### src/rtl/mbsp_pkg.sv
// Shared types and constants for the MIDI byte stream parser.
package mbsp_pkg;

  typedef enum logic [3:0] {
    KIND_NOTEOFF    = 4'd0,
    KIND_NOTEON     = 4'd1,
    KIND_POLYTOUCH  = 4'd2,
    KIND_CONTROL    = 4'd3,
    KIND_PROGRAM    = 4'd4,
    KIND_CHANTOUCH  = 4'd5,
    KIND_PITCHBEND  = 4'd6,
    KIND_SYSEX_BYTE = 4'd7,
    KIND_SYSEX_END  = 4'd8,
    KIND_CLOCK      = 4'd9,
    KIND_START      = 4'd10,
    KIND_CONTINUE   = 4'd11,
    KIND_STOP       = 4'd12,
    KIND_SENSING    = 4'd13
  } msg_kind_e;

  localparam logic [7:0] ByteSysexStart = 8'hF0;
  localparam logic [7:0] ByteClock      = 8'hF8;
  localparam logic [7:0] ByteStart      = 8'hFA;
  localparam logic [7:0] ByteContinue   = 8'hFB;
  localparam logic [7:0] ByteStop       = 8'hFC;
  localparam logic [7:0] ByteSensing    = 8'hFE;

  localparam logic [3:0] NibNoteOff   = 4'h8;
  localparam logic [3:0] NibProgram   = 4'hC;
  localparam logic [3:0] NibChanTouch = 4'hD;
  localparam logic [3:0] NibSystem    = 4'hF;

  localparam int unsigned MDataW = 24;

  typedef struct packed {
    logic [7:0] running_status;
    logic       have_first_data;
    logic [6:0] first_data_held;
    logic       in_sysex;
  } parse_state_t;

  typedef struct packed {
    msg_kind_e  kind;
    logic [3:0] channel;
    logic [6:0] data_first;
    logic [6:0] data_second;
  } msg_t;

endpackage

### src/rtl/mbsp_decode.sv
// Combinational decode of one MIDI byte against the parser state.
module mbsp_decode import mbsp_pkg::*; (
  input  logic [7:0]   byte_i,
  input  parse_state_t state_i,
  output parse_state_t state_o,
  output logic         msg_valid_o,
  output msg_t         msg_o
);

  logic [3:0] rs_nib;

  assign rs_nib = state_i.running_status[7:4];

  always_comb begin
    state_o     = state_i;
    msg_valid_o = 1'b0;
    msg_o       = '{kind: KIND_NOTEOFF, channel: 4'd0, data_first: 7'd0, data_second: 7'd0};

    if (state_i.in_sysex) begin
      msg_valid_o = 1'b1;
      if (!byte_i[7]) begin
        msg_o.kind       = KIND_SYSEX_BYTE;
        msg_o.data_first = byte_i[6:0];
      end else begin
        // any status ends the transfer and is dropped
        msg_o.kind       = KIND_SYSEX_END;
        state_o.in_sysex = 1'b0;
      end
    end else if (byte_i[7]) begin
      unique case (byte_i)
        ByteClock: begin
          msg_valid_o = 1'b1;
          msg_o.kind  = KIND_CLOCK;
        end
        ByteStart: begin
          msg_valid_o = 1'b1;
          msg_o.kind  = KIND_START;
        end
        ByteContinue: begin
          msg_valid_o = 1'b1;
          msg_o.kind  = KIND_CONTINUE;
        end
        ByteStop: begin
          msg_valid_o = 1'b1;
          msg_o.kind  = KIND_STOP;
        end
        ByteSensing: begin
          msg_valid_o = 1'b1;
          msg_o.kind  = KIND_SENSING;
        end
        default: begin
          state_o.running_status  = byte_i;
          state_o.have_first_data = 1'b0;
          state_o.in_sysex        = (byte_i == ByteSysexStart);
        end
      endcase
    end else if (state_i.running_status[7] && rs_nib != NibSystem) begin
      msg_o.kind    = msg_kind_e'(rs_nib - NibNoteOff);
      msg_o.channel = state_i.running_status[3:0];
      if (rs_nib == NibProgram || rs_nib == NibChanTouch) begin
        msg_valid_o      = 1'b1;
        msg_o.data_first = byte_i[6:0];
      end else if (!state_i.have_first_data) begin
        state_o.first_data_held = byte_i[6:0];
        state_o.have_first_data = 1'b1;
      end else begin
        state_o.have_first_data = 1'b0;
        msg_valid_o             = 1'b1;
        msg_o.data_first        = state_i.first_data_held;
        msg_o.data_second       = byte_i[6:0];
      end
    end
  end

endmodule

### src/rtl/midi_byte_stream_parser.sv
// Top level of the MIDI byte stream parser with running status.
//
// Slave channel s_*: one received MIDI byte per word on s_tdata_i.
// Master channel m_*: one decoded message per word, kind on m_tuser_o,
// channel and data bytes on m_tdata_o.
// A byte is first captured in an input register; the decode logic then
// updates the running status and, when a message completes, loads the
// result register, which drives the output. One byte is taken per
// cycle, sustained, while the receiver keeps up; bytes that complete
// no message (status, first data bytes, ignored data) leave no word
// behind.
// When the receiver stalls, the held message waits in the result register
// and the pipeline stops once the input register is also full; ready then
// drops, nothing is lost.
// Reset clears both stages and the parser state: no running status, no
// held data byte, not in system exclusive.
module midi_byte_stream_parser import mbsp_pkg::*; (
  input  logic              clk_i,
  input  logic              rst_ni,
  input  logic              s_tvalid_i,
  output logic              s_tready_o,
  input  logic [7:0]        s_tdata_i,   // [7:0] byte_in
  output logic              m_tvalid_o,
  input  logic              m_tready_i,
  output logic [MDataW-1:0] m_tdata_o,   // [3:0] channel, [10:4] data_first,
                                         // [17:11] data_second, [23:18] zero
  output logic [3:0]        m_tuser_o    // [3:0] message_kind
);

  logic         in_valid_q, in_valid_d;
  logic [7:0]   in_byte_q;
  parse_state_t state_q, state_d;
  logic         out_valid_q, out_valid_d;
  msg_t         out_msg_q;

  logic         dec_valid;
  msg_t         dec_msg;
  logic         advance;
  logic         s_fire;

  mbsp_decode u_decode (
    .byte_i      (in_byte_q),
    .state_i     (state_q),
    .state_o     (state_d),
    .msg_valid_o (dec_valid),
    .msg_o       (dec_msg)
  );

  // the input word moves on once the result register is free or emptying
  assign advance    = in_valid_q && (!out_valid_q || m_tready_i);
  assign s_tready_o = !in_valid_q || advance;
  assign s_fire     = s_tvalid_i && s_tready_o;

  always_comb begin
    in_valid_d  = s_fire ? 1'b1 : (advance ? 1'b0 : in_valid_q);
    out_valid_d = advance ? dec_valid : (m_tready_i ? 1'b0 : out_valid_q);
  end

  always_ff @(posedge clk_i or negedge rst_ni) begin
    if (!rst_ni) begin
      in_valid_q  <= 1'b0;
      out_valid_q <= 1'b0;
      state_q     <= '0;
    end else begin
      in_valid_q  <= in_valid_d;
      out_valid_q <= out_valid_d;
      if (advance) begin
        state_q <= state_d;
      end
    end
  end

  always_ff @(posedge clk_i) begin
    if (s_fire) begin
      in_byte_q <= s_tdata_i;
    end
    if (advance && dec_valid) begin
      out_msg_q <= dec_msg;
    end
  end

  assign m_tvalid_o = out_valid_q;
  assign m_tuser_o  = out_msg_q.kind;
  assign m_tdata_o  = {{(MDataW - 18){1'b0}}, out_msg_q.data_second,
                       out_msg_q.data_first, out_msg_q.channel};

  a_sys_channel_zero : assert property (@(posedge clk_i) disable iff (!rst_ni)
    m_tvalid_o && out_msg_q.kind >= KIND_SYSEX_BYTE |-> out_msg_q.channel == 4'd0)
    else $error("system event with nonzero channel");

  a_sysex_status : assert property (@(posedge clk_i) disable iff (!rst_ni)
    state_q.in_sysex |-> state_q.running_status == ByteSysexStart)
    else $error("sysex flag without sysex status");

  a_held_needs_two_byte : assert property (@(posedge clk_i) disable iff (!rst_ni)
    state_q.have_first_data |-> state_q.running_status[7] &&
      state_q.running_status[7:4] != NibProgram &&
      state_q.running_status[7:4] != NibChanTouch &&
      state_q.running_status[7:4] != NibSystem)
    else $error("held data byte without two-byte channel status");

  a_stall_holds_state : assert property (@(posedge clk_i) disable iff (!rst_ni)
    out_valid_q && !m_tready_i |=> $stable(state_q))
    else $error("parser state moved while result stalled");

endmodule

### config.mk
export PLATFORM = sky130hd
export DESIGN_NAME = midi_byte_stream_parser
export DESIGN_NICKNAME = d
export VERILOG_FILES = /design/src/rtl/mbsp_pkg.sv /design/src/rtl/mbsp_decode.sv /design/src/rtl/midi_byte_stream_parser.sv
export SDC_FILE = /design/constraint.sdc
export NUM_CORES = 1
export LEC_CHECK = 0
export BUFFER_PORTS_ARGS = -buffer_cell sky130_fd_sc_hd__clkbuf_2
export CAP_MARGIN = 20
export CORE_MARGIN = 2
export CORE_UTILIZATION = 54
export DETAILED_ROUTE_END_ITERATION = 10
export HOLD_SLACK_MARGIN = 0.02
export PLACE_DENSITY = 0.78
export SYNTH_ARGS = -nofsm -noshare
export SYNTH_HDL_FRONTEND = slang
export SYNTH_SLANG_ARGS = --single-unit
### constraint.sdc
create_clock -name clk_i -period 3.6 [get_ports clk_i]
set_clock_uncertainty 0.15 [all_clocks]
set_input_delay 0.54 -clock clk_i [delete_from_list [all_inputs] [get_ports clk_i]]
set_output_delay 0.54 -clock clk_i [all_outputs]
set_load 0.1 [all_outputs]
==> impl_metrics.env <==
export IMPL_status="finished clean"
export IMPL_globalRoute_totalOverflow=0
export IMPL_drive_gt1_frac=0.455
export IMPL_hold_class="in2async"
export IMPL_io_pins=42
export IMPL_synthFlopType="edfxtp_1"
export IMPL_layout_worst_path_cycle_share=0.614
export IMPL_yosys_warnings=0
export IMPL_hold_viol=0
export IMPL_synthSimpleGateAreaFrac=0.125
export IMPL_fmax_mhz=452
export IMPL_p_seq_frac=0.453
export IMPL_leakagePower_nw=0.990
export IMPL_clk_pin_slew_worst_paths_ps=90
export IMPL_grt_max_degree=23
export IMPL_swShare=0.387
export IMPL_grt_pass1_wl_um=5800
export IMPL_start_util=0.577
export IMPL_ff2ff_setup_slack_ps=1450
export IMPL_ir_drop_uv=407
export IMPL_cts_setup_buffers=0
export IMPL_setup_viol=0
export IMPL_worstPathRequired_ps=2910
export IMPL_critPathKind="in2out"
export IMPL_detail_route_wl_per_cell_um=15.2
export IMPL_start_kind="input pin"
export IMPL_synth_edf_count=30
export IMPL_end_kind="primary output"
export IMPL_synth_xor_area_frac=0.00405
export IMPL_ant_nets=0
export IMPL_p_per_area_nw_per_um2=746
export IMPL_muxShareOfSynthArea=0.0730
export IMPL_via_per_inst=5.43
export IMPL_postCtsHoldBufs=0
export IMPL_crit_arrival_ps=1520
export IMPL_core_um2=3740
export IMPL_grt_total_usage=0.182
export IMPL_placementRows=22
export IMPL_synth_compound_area_frac=0.109
export IMPL_die_area_um2=4520
export IMPL_dieHeight_um=67.3
export IMPL_synth_area_per_cell_um2=14.4
export IMPL_place_gp_congestion=0.856
export IMPL_period_minus_slack_ps=2210
export IMPL_ys_seq_elements=49
export IMPL_async_flop_share=0.388
export IMPL_clk_latency_ps=300
export IMPL_tritoncts="yes"
export IMPL_clockBufferDepth=2
export IMPL_cts_resized=0
export IMPL_finalSetupTns_ps=0
export IMPL_relSlewSlack=0.589
export IMPL_p_int_mw=1.12
export IMPL_rsz0062_at_grt="no"
export IMPL_synthesis_area_um2=2160
export IMPL_final_nets=198
export IMPL_vias=1276
export IMPL_yosysSeqAreaShare=0.637
export IMPL_drc=0
export IMPL_power_switching_mw=0.705
export IMPL_clkPwrFrac=0.211
export IMPL_cap_violations=0
export IMPL_cts_buffers=5
export IMPL_first_pass_iters=4
export IMPL_root_buffer="clkbuf_8"
export IMPL_power_mw=1.82
export IMPL_r2r_cells=5
export IMPL_path_max_fanout=6
export IMPL_port_buffers=35
export IMPL_die_x_um=67.3
export IMPL_routed_wl_um=3570
export IMPL_ctsHtreeMaxLevel=2
export IMPL_slew_viol_final=0
export IMPL_antenna_found_initial=0
export IMPL_syn_to_final_growth_pct=13.0
export IMPL_yosysUniqueCellTypes=40
export IMPL_comb_power_share=0.336
export IMPL_grt_pass1_vias=1245
export IMPL_antenna_cells=0
export IMPL_hpwl_um=2590
export IMPL_synth_top_family_by_area="simple AND/OR/NAND/NOR gates"
export IMPL_initialDrtViolationCount=94
export IMPL_synth_adder_area_share=0
export IMPL_tightest_slew_ps=616
export IMPL_synth_cells=150
export IMPL_cts_sinks=49
[cell usage after synthesis (3+ instances only)]
cell	count	share of area
or2_2	3	0.0087
inv_1	4	0.0069
dfrtp_1	19	0.22
and2_2	10	0.035
a22o_2	6	0.028
mux2_2	14	0.073
nand2_1	8	0.014
nand2b_1	5	0.014
buf_4	8	0.028
nor2_1	5	0.0087
edfxtp_1	30	0.42
[per-stage QoR]
stage                util  setup WS (ps)  cells  hold WS [ps]  cell area (um2)
finish              0.652           1390    235          40.3             2440
global route        0.652           1340    235          63.4             2440
CTS                 0.652           1390    235          54.0             2440
detailed placement  0.622           1390    227           338             2330
global placement    0.622           1410    227           332             2330
floorplan               -            954    155          94.4             2180
[critical path: stages]
cell      delay [ps]
clkbuf_2          70
nand2b_1         200
or2_2            320
clkbuf_2         370
[state kept, by name, summed over array words and instances (netlist names)]
signal,cells
state_q,17
m_tuser_o,4
m_tvalid_o,1
m_tdata_o,18
in_valid_q,1
in_byte_q,8
[cell usage in the layout, fill, tap and decap left out, types with 2 or more instances in the layout]
| cell | count |
|---|---|
| edfxtp_1 | 30 |
| a21oi_1 | 2 |
| clkbuf_2 | 35 |
| o31ai_1 | 2 |
| dfrtp_1 | 19 |
| a22o_2 | 6 |
| nor2_1 | 5 |
| a31oi_1 | 2 |
| nand3_1 | 2 |
| mux2_2 | 14 |
| o21ai_0 | 2 |
| conb_1 | 6 |
| clkbuf_8 | 5 |
| nand2b_1 | 5 |
| and2_1 | 2 |
| nor3_1 | 2 |
| or2_2 | 3 |
| inv_1 | 4 |
| and2_2 | 10 |
| nand2_1 | 8 |
[cell families after synthesis]
| logic type | Yosys count |
|---|---|
| other | 1 |
| AOI/OAI and AO/OA | 25 |
| xor gates and xnor gates | 1 |
| DFF | 49 |
| buffers and inverters | 16 |
| and+or+nand+nor | 44 |
| muxes | 14 |
[final cells by class]
type,count,area (um2)
inverters,4,15.0
clock buffers,6,72.6
flip-flops and latches,49,1380
repair buffers,36,183
well taps,48,60.1
multi-input cells,90,696
clock inverters,2,38.8
fillers,304,1300
[final timing paths]
check	from	end
worst max-delay path	m_tready_i	s_tready_o
worst min-delay path	rst_ni	state_q[4]
worst max register to register	in_byte_q[2]	m_tdata_o[10]
worst min register to register	state_q[11]	state_q[11]
max in group asynchronous	rst_ni	state_q[12]
min in group clk_i	s_tdata_i[3]	in_byte_q[3]
[layer usage]
metal  wire (um)  vias up  global-route usage
li1            -      605                   -
met1        1440      620               0.228
met2        1850       40               0.293
met3         186       11              0.0500
met4          99        0              0.0867
met5           0        -                   0
[power groups by stage]
stage          logic, mW  clock network (mW)  registers (mW)
5_1_grt            0.646               0.412           0.842
4_1_cts            0.618               0.393           0.825
3_5_place_dp       0.617                   0           0.837
3_3_place_gp       0.603                   0           0.831
2_1_floorplan      0.291                   0            1.07
6_report           0.612               0.384           0.825
No activity file was read; power rests on OpenSTA's default activity.
